**src/assert_macros.svh**
```systemverilog
// assertion macros shared by the rtl
`ifndef ASSERT_MACROS_SVH
`define ASSERT_MACROS_SVH

`ifndef ASSERT_OFF

// checked outside reset
`define ASSERT_DIS(lbl, clk, rst, prop, msg) \
  lbl: assert property (@(posedge clk) disable iff (rst) prop) else $error(msg);

// checked at every edge, reset included
`define ASSERT_ALWAYS(lbl, clk, prop, msg) \
  lbl: assert property (@(posedge clk) prop) else $error(msg);

`else

`define ASSERT_DIS(lbl, clk, rst, prop, msg)
`define ASSERT_ALWAYS(lbl, clk, prop, msg)

`endif

`endif

```
**src/scr_pkg.sv**
```systemverilog
`default_nettype none

package scr_pkg;

  localparam int HEADER_BYTES     = 12;
  localparam int HDR_CRC_BYTES    = 9;
  localparam int MAX_FRAME_BYTES  = 512;

  localparam logic [15:0] CRC_POLY = 16'hA001;
  localparam logic [15:0] CRC_INIT = 16'hFFFF;

  localparam logic [7:0] SYNC_CHAR_RESET  = 8'd65;
  localparam logic [8:0] MAX_LENGTH_RESET = 9'd488;

  // configuration register indexes
  localparam logic REG_SYNC_CHAR  = 1'b0;
  localparam logic REG_MAX_LENGTH = 1'b1;

  typedef enum logic [1:0] {
    KIND_PAYLOAD = 2'd0,
    KIND_GOOD    = 2'd1,
    KIND_BAD     = 2'd2
  } kind_t;

  typedef struct packed {
    kind_t       kind;
    logic [7:0]  data_byte;
    logic [8:0]  byte_index;
    logic [7:0]  destination;
    logic [7:0]  msg_type;
    logic [8:0]  frame_length;
    logic [31:0] mac_address;
  } res_t;

  // one byte of reflected crc-16
  function automatic logic [15:0] crc_byte(input logic [15:0] c, input logic [7:0] b);
    logic [15:0] r;
    r = c ^ {8'd0, b};
    for (int k = 0; k < 8; k++) begin
      if (r[0]) begin
        r = (r >> 1) ^ CRC_POLY;
      end else begin
        r = r >> 1;
      end
    end
    return r;
  endfunction

endpackage

`default_nettype wire

```
**src/scr_hdr_crc.sv**
```systemverilog
`default_nettype none

// crc over the last nine bytes, from a ring of staggered accumulators;
// crc9 is the value that ended three bytes back
module scr_hdr_crc
  import scr_pkg::*;
(
  input  wire logic        clk,
  input  wire logic        rst,
  input  wire logic        step,
  input  wire logic [7:0]  rx_byte,
  output logic      [15:0] crc9
);

  localparam int PW = $clog2(HDR_CRC_BYTES);

  logic [15:0]   acc [HDR_CRC_BYTES];
  logic [15:0]   hist [3];
  logic [PW-1:0] phase;
  logic [PW-1:0] phase_next;
  logic [15:0]   completed;

  assign phase_next = (phase == PW'(HDR_CRC_BYTES - 1)) ? '0 : phase + 1'b1;
  // the accumulator after the one restarting now has seen eight bytes
  assign completed  = crc_byte(acc[phase_next], rx_byte);
  assign crc9       = hist[2];

  always_ff @(posedge clk) begin
    if (rst) begin
      phase <= '0;
    end else if (step) begin
      phase <= phase_next;
    end
  end

  always_ff @(posedge clk) begin
    if (step) begin
      for (int i = 0; i < HDR_CRC_BYTES; i++) begin
        if (phase == PW'(i)) begin
          acc[i] <= crc_byte(CRC_INIT, rx_byte);
        end else begin
          acc[i] <= crc_byte(acc[i], rx_byte);
        end
      end
      hist[0] <= completed;
      hist[1] <= hist[0];
      hist[2] <= hist[1];
    end
  end

endmodule

`default_nettype wire

```
**src/scr_out_reg.sv**
```systemverilog
`default_nettype none

module scr_out_reg
  import scr_pkg::*;
(
  input  wire logic        clk,
  input  wire logic        rst,
  input  wire logic        load,
  input  wire res_t        res,
  output logic             m_tvalid,
  input  wire logic        m_tready,
  output logic      [79:0] m_tdata,  // data_byte, byte_index, destination, msg_type,
                                     // frame_length, mac_address, zero fill
  output logic      [1:0]  m_tuser   // kind
);

  res_t held;

  always_ff @(posedge clk) begin
    if (rst) begin
      m_tvalid <= 1'b0;
    end else if (load) begin
      m_tvalid <= 1'b1;
    end else if (m_tready) begin
      m_tvalid <= 1'b0;
    end
  end

  always_ff @(posedge clk) begin
    if (load) begin
      held <= res;
    end
  end

  assign m_tdata = {6'd0, held.mac_address, held.frame_length, held.msg_type,
                    held.destination, held.byte_index, held.data_byte};
  assign m_tuser = held.kind;

endmodule

`default_nettype wire

```
**src/sync_crc16_frame_receiver.sv**
```systemverilog
// an accepted byte passes the input register, then the result register, before
// its result shows on m_tvalid
// throughput: one byte per cycle while no result waits on m_tready; the header crc comes
// from a ring of nine 16-bit crc accumulators, so no step chains more than one crc byte
// a result waits in the output register while the next byte is taken
// reset (rst, synchronous): hunting with an empty window, registers to defaults
`default_nettype none
`include "assert_macros.svh"

module sync_crc16_frame_receiver
  import scr_pkg::*;
#(
  parameter int MAX_FRAME_BYTES_P = MAX_FRAME_BYTES
) (
  input  wire logic        clk,
  input  wire logic        rst,
  input  wire logic        s_tvalid,
  output logic             s_tready,
  input  wire logic [7:0]  s_tdata,   // rx_byte
  output logic             m_tvalid,
  input  wire logic        m_tready,
  output logic      [79:0] m_tdata,   // data_byte, byte_index, destination, msg_type,
                                      // frame_length, mac_address, zero fill
  output logic      [1:0]  m_tuser,   // kind
  input  wire logic        cfg_we,
  input  wire logic        cfg_index,
  input  wire logic [8:0]  cfg_data
);

  localparam int FRAME_CAP = MAX_FRAME_BYTES_P - HEADER_BYTES;

  logic [7:0]  sync_char;
  logic [8:0]  max_length;

  logic        in_valid;
  logic [7:0]  in_byte;

  logic [7:0]  window [HEADER_BYTES];
  logic [7:0]  win_next [HEADER_BYTES];
  logic [3:0]  fill;
  logic        in_body;
  logic [8:0]  bytes_left;
  logic [15:0] running_crc;
  logic [7:0]  crc_low_hold;
  logic [8:0]  payload_count;
  logic [7:0]  hdr_dest;
  logic [7:0]  hdr_type;
  logic [8:0]  hdr_len;
  logic [31:0] hdr_mac;

  logic        produces;
  logic        advance;
  logic        verdict_taken;
  logic [15:0] hdr_crc;
  logic [15:0] len;
  logic        header_ok;
  logic        is_payload;
  logic [15:0] got_crc;
  res_t        res;

  assign produces = in_body && (bytes_left != 9'd2);
  assign advance  = in_valid && (!produces || !m_tvalid || m_tready);
  assign s_tready = !in_valid || advance;

  assign verdict_taken = advance && in_body && (bytes_left == 9'd1);

  always_ff @(posedge clk) begin
    if (rst) begin
      sync_char  <= SYNC_CHAR_RESET;
      max_length <= MAX_LENGTH_RESET;
    end else if (cfg_we) begin
      unique case (cfg_index)
        REG_SYNC_CHAR:  sync_char  <= cfg_data[7:0];
        REG_MAX_LENGTH: max_length <= cfg_data;
        default: ;
      endcase
    end
  end

  always_ff @(posedge clk) begin
    if (rst) begin
      in_valid <= 1'b0;
    end else if (s_tready) begin
      in_valid <= s_tvalid;
    end
  end

  always_ff @(posedge clk) begin
    if (s_tready && s_tvalid) begin
      in_byte <= s_tdata;
    end
  end

  scr_hdr_crc u_hdr_crc (
    .clk     (clk),
    .rst     (rst),
    .step    (advance),
    .rx_byte (in_byte),
    .crc9    (hdr_crc)
  );

  // window as it stands once this byte is in, oldest byte first
  always_comb begin
    for (int i = 0; i < HEADER_BYTES - 1; i++) begin
      win_next[i] = window[i + 1];
    end
    win_next[HEADER_BYTES - 1] = in_byte;
  end

  assign len = {win_next[4], win_next[3]};

  assign header_ok = (win_next[0] == sync_char) && (in_byte == sync_char) &&
                     (hdr_crc == {win_next[10], win_next[9]}) &&
                     (len >= 16'd2) && (len <= {7'd0, max_length}) &&
                     (len <= 16'(FRAME_CAP));

  assign is_payload = bytes_left > 9'd2;
  assign got_crc    = {in_byte, crc_low_hold};

  always_comb begin
    res.destination  = hdr_dest;
    res.msg_type     = hdr_type;
    res.frame_length = hdr_len;
    res.mac_address  = hdr_mac;
    res.byte_index   = payload_count;
    if (is_payload) begin
      res.kind      = KIND_PAYLOAD;
      res.data_byte = in_byte;
    end else begin
      res.kind      = (got_crc == running_crc) ? KIND_GOOD : KIND_BAD;
      res.data_byte = 8'd0;
    end
  end

  always_ff @(posedge clk) begin
    if (advance) begin
      for (int i = 0; i < HEADER_BYTES; i++) begin
        window[i] <= win_next[i];
      end
    end
  end

  always_ff @(posedge clk) begin
    if (rst) begin
      fill          <= 4'd0;
      in_body       <= 1'b0;
      bytes_left    <= 9'd0;
      running_crc   <= CRC_INIT;
      crc_low_hold  <= 8'd0;
      payload_count <= 9'd0;
      hdr_dest      <= 8'd0;
      hdr_type      <= 8'd0;
      hdr_len       <= 9'd0;
      hdr_mac       <= 32'd0;
    end else if (advance) begin
      if (!in_body) begin
        if (fill < 4'(HEADER_BYTES - 1)) begin
          fill <= fill + 4'd1;
        end else if (header_ok) begin
          // header crc bytes bring the crc to zero, only the closing sync remains
          running_crc   <= crc_byte(16'h0000, in_byte);
          hdr_dest      <= win_next[1];
          hdr_type      <= win_next[2];
          hdr_len       <= len[8:0];
          hdr_mac       <= {win_next[8], win_next[7], win_next[6], win_next[5]};
          bytes_left    <= len[8:0];
          payload_count <= 9'd0;
          in_body       <= 1'b1;
        end
      end else if (is_payload) begin
        running_crc   <= crc_byte(running_crc, in_byte);
        payload_count <= payload_count + 9'd1;
        bytes_left    <= bytes_left - 9'd1;
      end else if (bytes_left == 9'd2) begin
        crc_low_hold <= in_byte;
        bytes_left   <= 9'd1;
      end else begin
        in_body     <= 1'b0;
        bytes_left  <= 9'd0;
        fill        <= 4'd0;
        running_crc <= CRC_INIT;
      end
    end
  end

  scr_out_reg u_out_reg (
    .clk      (clk),
    .rst      (rst),
    .load     (advance && produces),
    .res      (res),
    .m_tvalid (m_tvalid),
    .m_tready (m_tready),
    .m_tdata  (m_tdata),
    .m_tuser  (m_tuser)
  );

  `ASSERT_DIS(a_body_has_bytes, clk, rst, in_body |-> bytes_left != 9'd0, "body, no bytes left")
  `ASSERT_DIS(a_verdict_ends_frame, clk, rst, verdict_taken |=> !in_body, "frame open after verdict")
  `ASSERT_ALWAYS(a_reset_clears_out, clk, rst |=> !m_tvalid, "result valid after reset")

endmodule

`default_nettype wire

```
**config.mk**
```make
export PLATFORM = sky130hd
export DESIGN_NAME = sync_crc16_frame_receiver
export DESIGN_NICKNAME = d
export VERILOG_FILES = /design/src/scr_pkg.sv /design/src/scr_hdr_crc.sv /design/src/scr_out_reg.sv /design/src/sync_crc16_frame_receiver.sv
export VERILOG_INCLUDE_DIRS = /design/src /design/src/src
export SDC_FILE = /design/constraint.sdc
export NUM_CORES = 1
export LEC_CHECK = 0
export ABC_AREA = 1
export BUFFER_PORTS_ARGS = -buffer_cell sky130_fd_sc_hd__buf_2
export CORE_ASPECT_RATIO = 2
export CORE_UTILIZATION = 50
export CTS_CLUSTER_DIAMETER = 120
export DETAILED_ROUTE_END_ITERATION = 8
export PLACE_DENSITY = 0.67
export SYNTH_ARGS = -nofsm -noshare
export SYNTH_HDL_FRONTEND = slang
export SYNTH_SLANG_ARGS = --single-unit
```
**constraint.sdc**
```tcl
create_clock -name clk -period 6.35 [get_ports clk]
set_input_delay 0.635 -clock clk [delete_from_list [all_inputs] [get_ports clk]]
set_output_delay 0.635 -clock clk [all_outputs]
set_load 0.02 [all_outputs]
```
==> run summary, run 1 <==
Num Clock Sinks = 491
M3 GR Usage = 0.0359
All-Layer GR Usage = 0.276
Initial Util = 0.507
Cts repair resizes = 0
# nets final = 2304
Final Skew = 0.0163 ns
Ant. Diodes = 0
Nature of the critical path startpoint = register
Core ar. = 0.0450 mm2
Die ar. = 0.0466 mm2
Antenna viol nets, final = 0
Setup repair after global routing missed its margin = no
Worst Setup SP = u_hdr_crc.phase[0]
PD cells = 309 mW/mm2
Clock slew at reported path FFs = 0.07 ns
Netlist cell types = 53
Grt peak-use layer = met2
Root buffer cell = clkbuf_16
Wire per inst = 22.4 um
Syn avg cell area = 10.4 um2
Initial antenna violation count = 0
Max cap viols = 0
Max Freq = 236 MHz
Ys async rst share = 0
Worst IR Drop VDD = 182 uV
Tot Pwr = 0.00775 W
DR DRC count = 0
WP data required = 6.66 ns
Top post-synthesis cells by area = edfxtp_1 (48%), dfxtp_1 (11%), xnor2_1 (6.2%)
Final Wtd Congestion = 1.01
Synth warnings = 0
IO Count = 107
Worst setup EP type = register
Grt ovf = 0
Total CTS buffers = 43
Fillcell total = 3856
Hold Vio Cnt, Final = 0
Worst-Margin Slew = 1.17 ns
Mapped Cells = 2191
Clk_lat worst skew = 0.56 ns
Worst-path maximum fanout = 92
Met2 usage = 0.519
Postcts setup bufs = 0
Pre-antenna DRT Iters = 6
Multi-input gate area = 0.00822 mm2
Number of global-route vias before repair = 16300
Max_slew headroom = 0.218
Critical Path AT = 4.55 ns
Cts hold-fix bufs = 0
CTS tree = built
Met1 Usage GRT = 0.260
DIE WIDTH = 153 um
Flip-flop and latch area = 0.0135 mm2
Area delta synth->final = 9.95%
Post-route clock period utilization = 0.667
Prevailing post-synth register cell = edfxtp_1
RR Startpoint = u_hdr_crc.phase[0]
Mapped cell area = 0.0228 mm2
Register area share after synthesis = 0.590
Min Clock Period, post-route = 4.24 ns
Global-route wire length before repair = 95.5 mm
Hold WC Path Type = input pin to register
Final Max Tran Viols = 0
Via density = 5.68
Routed wire length = 64.0 mm
Share of layout cells above drive strength 1 = 0.126
Via count = 16200
Synth area leader = edfxtp_1
Buffers added on ports = 100
Post-DP HPWL = 46.0 mm
EDFF count, synth = 364
Outcome = finished clean
H-tree depth = 2
Initial DRC count = 1192
Clk buf depth = 3
Pin count of the biggest net entering global routing = 93
Worst Min Path Start = s_tdata[4]
Top-area cell type share of the netlist area = 0.479
Setup_tns = 0 ns
Setup-failing EPs final = 0
Lkg Pwr = 9.67 nW
Rows = 110
Kind of critical path = register to register
Synth Register Bits = 491
Die Y = 304 um
flip-flops by register name, summed over array words and instances (netlist names), 9 cells and up:
name               flops
u_out_reg.m_tdata     74
window                88
max_length             9
payload_count          9
hdr_mac               32
hdr_len                9
bytes_left             9
u_hdr_crc.hist        48
u_hdr_crc.acc        144
running_crc           16
power by group:
part / switching [W] / leakage [nW] / total (W) / internal (W)
Clock: 0.00116 / 0.685 / 0.00264 / 0.00148
Combinational: 0.000905 / 4.47 / 0.00139 / 0.000480
Sequential: 0.0000911 / 4.52 / 0.00373 / 0.00364
placed cells by master (no fill, tap or decap), drive strengths merged, types with 6 or more instances in the layout:
cell type    n
clkinv      15
ha          17
nor3        13
nand2      325
xnor2      161
o21a         6
or2         34
edfxtp     364
o21ai      241
dfxtp      127
clkbuf      61
xor2       120
a21oi      108
o211ai      12
conb         6
nand4       18
nor2       199
inv        155
nand3      139
nor4         8
buf        128
area by class of cell:
class | instances | share of cell area
repair buffers | 128 | 0.0283
inverters | 157 | 0.0240
multi-input cells | 1443 | 0.328
well taps | 560 | 0.0279
clock buffers | 61 | 0.0476
clock inverters | 17 | 0.00797
flip-flops and latches | 491 | 0.537
final timing paths:
path / endpoint / slack, ns / cells past startpoint
worst max-delay path: u_hdr_crc.hist[0][0] / 2.11 / 21
worst min-delay path: in_byte[4] / 0.25 / 1
worst max register to register: u_hdr_crc.hist[0][0] / 2.11 / 21
worst min register to register: u_hdr_crc.hist[0][24] / 0.42 / 0
cells by family (layout without fill, tap and decap cells):
| family | Yosys count | in the layout | share of synthesized area |
|---|---|---|---|
| simple gates | 742 | 742 | 0.146 |
| flops | 491 | 491 | 0.590 |
| compound gates | 397 | 397 | 0.0937 |
| xor+xnor | 281 | 281 | 0.109 |
| buf+inv | 262 | 363 | 0.0520 |
| fa+ha+maj | 17 | 17 | 0.00932 |
| other cells | 1 | 6 | 0.000164 |
critical path, stage by stage (launching register included):
cell and delay (ns):
dfxtp_1 0.37, inv_2 0.41, ha_1 0.34, nand3_4 0.32
nand2_4 0.80, inv_2 0.33, nand2_1 0.13, nand3_1 0.08
nand3_1 0.14, nand3_1 0.13, nand2_1 0.09, nand2_1 0.05
nand2_1 0.16, inv_2 0.07, nand2_2 0.07, nand2_2 0.06
inv_1 0.07, nand3_2 0.08, nand2_2 0.09, nand2_1 0.07
nand3_1 0.07, nand2_1 0.06
routing by layer:
| layer | vias to the layer above | wire length (um) |
|---|---|---|
| met5 | - | 0 |
| met1 | 7796 | 20700 |
| met3 | 246 | 2860 |
| met2 | 607 | 34200 |
| li1 | 7577 | - |
| met4 | 0 | 6220 |
through the flow:
step	util	hold slack, ns	setup slack, ns	instances	area, um2
after floorplan	-	0.400	0.665	2196	22900
after global placement	0.527	0.401	2.32	2779	23700
after detailed placement	0.527	0.405	2.24	2779	23700
after CTS	0.558	0.231	2.21	2857	25100
after global routing	0.558	0.237	1.81	2857	25100
final	0.558	0.246	2.11	2857	25100
synth_stat cells (13+ instances only):
| library cell | n |
|---|---|
| a21oi_1 | 105 |
| buf_2 | 27 |
| buf_4 | 19 |
| buf_6 | 13 |
| clkbuf_1 | 42 |
| dfxtp_1 | 127 |
| edfxtp_1 | 364 |
| ha_1 | 17 |
| inv_1 | 142 |
| nand2_1 | 308 |
| nand2_2 | 14 |
| nand3_1 | 122 |
| nand3_2 | 16 |
| nand4_1 | 18 |
| nor2_1 | 194 |
| nor3_1 | 13 |
| o21ai_0 | 230 |
| or2_2 | 33 |
| xnor2_1 | 161 |
| xor2_1 | 116 |
Power figures use the tool's default switching activity.
==> run 2: changes to the inputs <==
Settings changed: ABC_AREA 1 to 0, PLACE_DENSITY 0.67 to 0.7.
Clock period 6.35 ns to 3.6 ns, I/O delays scaled along.
==> run 2 against run 1 <==
Clock power up 94%. Sequential power up 78%. Hold slack worse by 0.22 ns. Total power up 73%. Clock-buffer cell count down 7.
==> run summary, run 2 <==
Wl on met1 = 18.8 mm (-9.3%)
Met3 WL = 2.17 mm (-24%)
Post-Synth Adder-Cell Area = 0.00977 (+0.000453)
Most flops, register = u_hdr_crc.acc
PD cells = 538 mW/mm2 (+74%)
WL met2 = 30.6 mm (-11%)
DIE WIDTH = 150 um (-2.3%)
Most frequent cell after synthesis = edfxtp_1
Setup repair after global routing missed its margin = yes
Post-DP HPWL = 41.4 mm (-9.9%)
Outcome = finished clean
Root buffer cell = clkbuf_16
Mapped Cells = 1700 (-22%)
Number of global-route vias before repair = 14100 (-13%)
Hold Worst Slack = 0.0265 ns (-0.220 ns)
Lkg Pwr = 9.27 nW (-4.2%)
Max cap viols = 0 (unchanged)
H-tree depth = 2 (unchanged)
Rows = 107 (-2.7%)
Largest family of logic cells by synthesized area = XOR/XNOR gates
Die ar. = 0.0444 mm2 (-4.6%)
Via density = 5.64 (-0.62%)
Top Family by Delay on Critical Path = XOR/XNOR gates
Critical Path AT = 3.79 ns (-0.76 ns)
Kind of critical path = register to register
Synth area leader = edfxtp_1
Final Skew = 0.0238 ns (+0.00755 ns)
Initial DRC count = 722 (-39%)
WP data required = 3.92 ns (-2.74 ns)
Max stage delay on crit path = 0.56 ns (-0.24 ns)
Core ar. = 0.0427 mm2 (-5.1%)
CTS tree = built
Antenna viol nets, final = 0 (unchanged)
# nets final = 1879 (-18%)
Seq pwr share = 0.495 (+0.014)
Prevailing post-synth register cell = edfxtp_1
Clk buf depth = 3 (unchanged)
Total CTS buffers = 44 (+2.3%)
Post-synth top cells = edfxtp_1 (364), nand2_1 (180), xnor2_1 (170), xor2_1 (143), dfxtp_1 (127)
Global-route wire length before repair = 85.0 mm (-11%)
Ys async rst share = 0 (unchanged)
Clk_lat worst skew = 0.58 ns (+0.02 ns)
Max_slew headroom = 0.250 (+0.0327)
Setup_tns = 0 ns (unchanged)
Flop2flop setup slack = 0.13 ns (-1.99 ns)
Routed wire length = 56.6 mm (-11%)
Crit path cell chain = inv_1 > ha_1 > and3b_1 > nor2_4 > buf_12 > mux4_1 > nand3_1 > nand3_1 > xnor3_2 > xnor3_2 > xor2_1
Final core occ = 0.584 (+0.0258)
Sw Ratio = 0.249 (-0.0291)
Top post-synthesis cells by area = edfxtp_1 (50%), dfxtp_1 (12%), xnor2_1 (6.8%)
All-Layer GR Usage = 0.262 (-0.0147)
Final Wtd Congestion = 0.938 (-6.9%)
Post-route clock period utilization = 0.965 (+0.298)
Initial Util = 0.510 (+0.00252)
Worst IR Drop VDD = 381 uV (+110%)
Max reg flops = 144 (unchanged)
Mapped cell area = 0.0218 mm2 (-4.6%)
DR DRC count = 0 (unchanged)
Initial antenna violation count = 2 (+2)
Ant. Diodes = 0 (unchanged)
Num Clock Sinks = 491 (unchanged)
Setup-failing EPs final = 0 (unchanged)
Register area share after synthesis = 0.619 (+0.0287)
Area delta synth->final = 14.5%
Top-area cell type share of the netlist area = 0.502 (+0.0233)
Netlist cell types = 70 (+32%)
Min Clock Period, post-route = 3.47 ns (-0.764 ns)
Final Max Tran Viols = 0 (unchanged)
IO Count = 107 (unchanged)
Crit-path slowest cell = mux4_1
Synth warnings = 0 (unchanged)
Internal power = 0.0101 W (+80%)
Post-Synth XOR/XNOR Area = 0.130 (+0.0210)
EDFF count, synth = 364 (unchanged)
Post-route insts no fill = 2420 (-15%)
Worst setup EP type = register
Synth Register Bits = 491 (unchanged)
Clock slew at reported path FFs = 0.07 ns (about the same)
Worst-Margin Slew = 1.12 ns (-0.0481 ns)
Share of layout cells above drive strength 1 = 0.159 (+0.0327)
Simple-gate share of the synthesized area = 0.105 (-0.0407)
Commonest non-fill, non-tap cell in the layout = edfxtp_1
Fillcell total = 3417 (-11%)
Net Switching = 0.00333 W (+55%)
Multiplexer share of the synthesized area = 0.0633 (+0.0633)
Pre-antenna DRT Iters = 5 (-1)
Die Y = 297 um (-2.3%)
Grt ovf = 0 (unchanged)
Hold WC Path Type = input pin to register
Cells after DPL = 2336 (-16%)
Worst path bufs/invs = 2 (-2)
Nature of the critical path startpoint = register
Combinational Power Share = 0.123 (-0.056)
Worst-path maximum fanout = 14 (-85%)
Wire per inst = 23.4 um (+4.6%)
Most frequent cells in the layout = edfxtp_1 (364), nand2_1 (180), xnor2_1 (168)
Synth Area in Compound Gates = 0.0497 (-0.0440)
Via count = 13700 (-16%)
Clk network pwr share = 0.382 (+0.041)
Pin count of the biggest net entering global routing = 131 (+41%)
Max Freq = 288 MHz (+22%)
Syn avg cell area = 12.8 um2 (+23%)
Buffers added on ports = 100 (unchanged)
Hold Vio Cnt, Final = 0 (unchanged)
DR top layer = met4
-- run 2: cell types whose count changed after synthesis, sizes merged, moves of 57 or more --
cell    previous run  this run
a21oi            108        47
inv              153        30
mux2i              0        71
nand2            325       180
nand2b             1        58
nand3            139        52
nor2             199       104
o21ai            241        27
-- run 2: path summary, 6_finish.rpt --
check,from,endpoint,depth (start not counted)
worst max-delay path,u_hdr_crc.phase[1],u_hdr_crc.hist[0][14],11
worst max register to register,u_hdr_crc.phase[1],u_hdr_crc.hist[0][14],11
worst min-delay path,s_tdata[0],in_byte[0],1
worst min register to register,u_hdr_crc.hist[0][10],u_hdr_crc.hist[0][26],0
-- run 2: area by class of cell --
class	instances	area, um2	share of cell area
clock buffers	54	1230	0.0494
clock inverters	28	355	0.0143
repair buffers	178	1160	0.0465
inverters	31	148	0.00592
multi-input cells	1093	7880	0.316
flip-flops and latches	491	13500	0.541
well taps	545	682	0.0274
-- run 2: worst reg2reg max path, cell delays in order (launching register included) --
cell	delay (ns)
dfxtp_1	0.41
inv_1	0.09
ha_1	0.19
and3b_1	0.22
nor2_4	0.23
buf_12	0.21
mux4_1	0.57
nand3_1	0.10
nand3_1	0.16
xnor3_2	0.45
xnor3_2	0.44
xor2_1	0.15
-- run 2: metrics by stage --
stage,setup slack [ns],cell area [um2],total power (W)
floorplan,0.0321,21800,0.00782
global placement,0.0982,23300,0.00835
detailed placement,0.0143,23300,0.00839
CTS,0.0144,24900,0.0135
global route,0.00213,24900,0.0138
finish,0.126,24900,0.0134
-- run 2: metal layers --
layer	vias to the layer above	track usage
li1	6293	-
met1	6731	0.255
met2	438	0.482
met3	197	0.0324
met4	0	0.211
met5	-	0
-- run 2: timing repair --
action | CTS | global route
resized for setup | 0 | 8
hold buffers | 2 | 0
endpoints found under the hold margin | 2 | 0
buffers inserted | 0 | 0
endpoints found under the setup margin | 0 | 8
-- run 2: power by group through the flow --
| stage | sequential [W] | combinational [W] | clock [W] |
|---|---|---|---|
| floorplan | 0.00665 | 0.00117 | 0 |
| global placement | 0.00675 | 0.00160 | 0 |
| detailed placement | 0.00676 | 0.00163 | 0 |
| CTS | 0.00664 | 0.00164 | 0.00520 |
| global route | 0.00666 | 0.00177 | 0.00539 |
| finish | 0.00664 | 0.00165 | 0.00512 |
-- run 2: cell families after synthesis --
| group | count (synthesis) |
|---|---|
| AOI/OAI and AO/OA | 166 |
| xor gates and xnor gates | 317 |
| adders and majority gates | 17 |
| buffers and inverters | 121 |
| DFF | 491 |
| muxes | 101 |
| other | 1 |
| and+or+nand+nor | 486 |
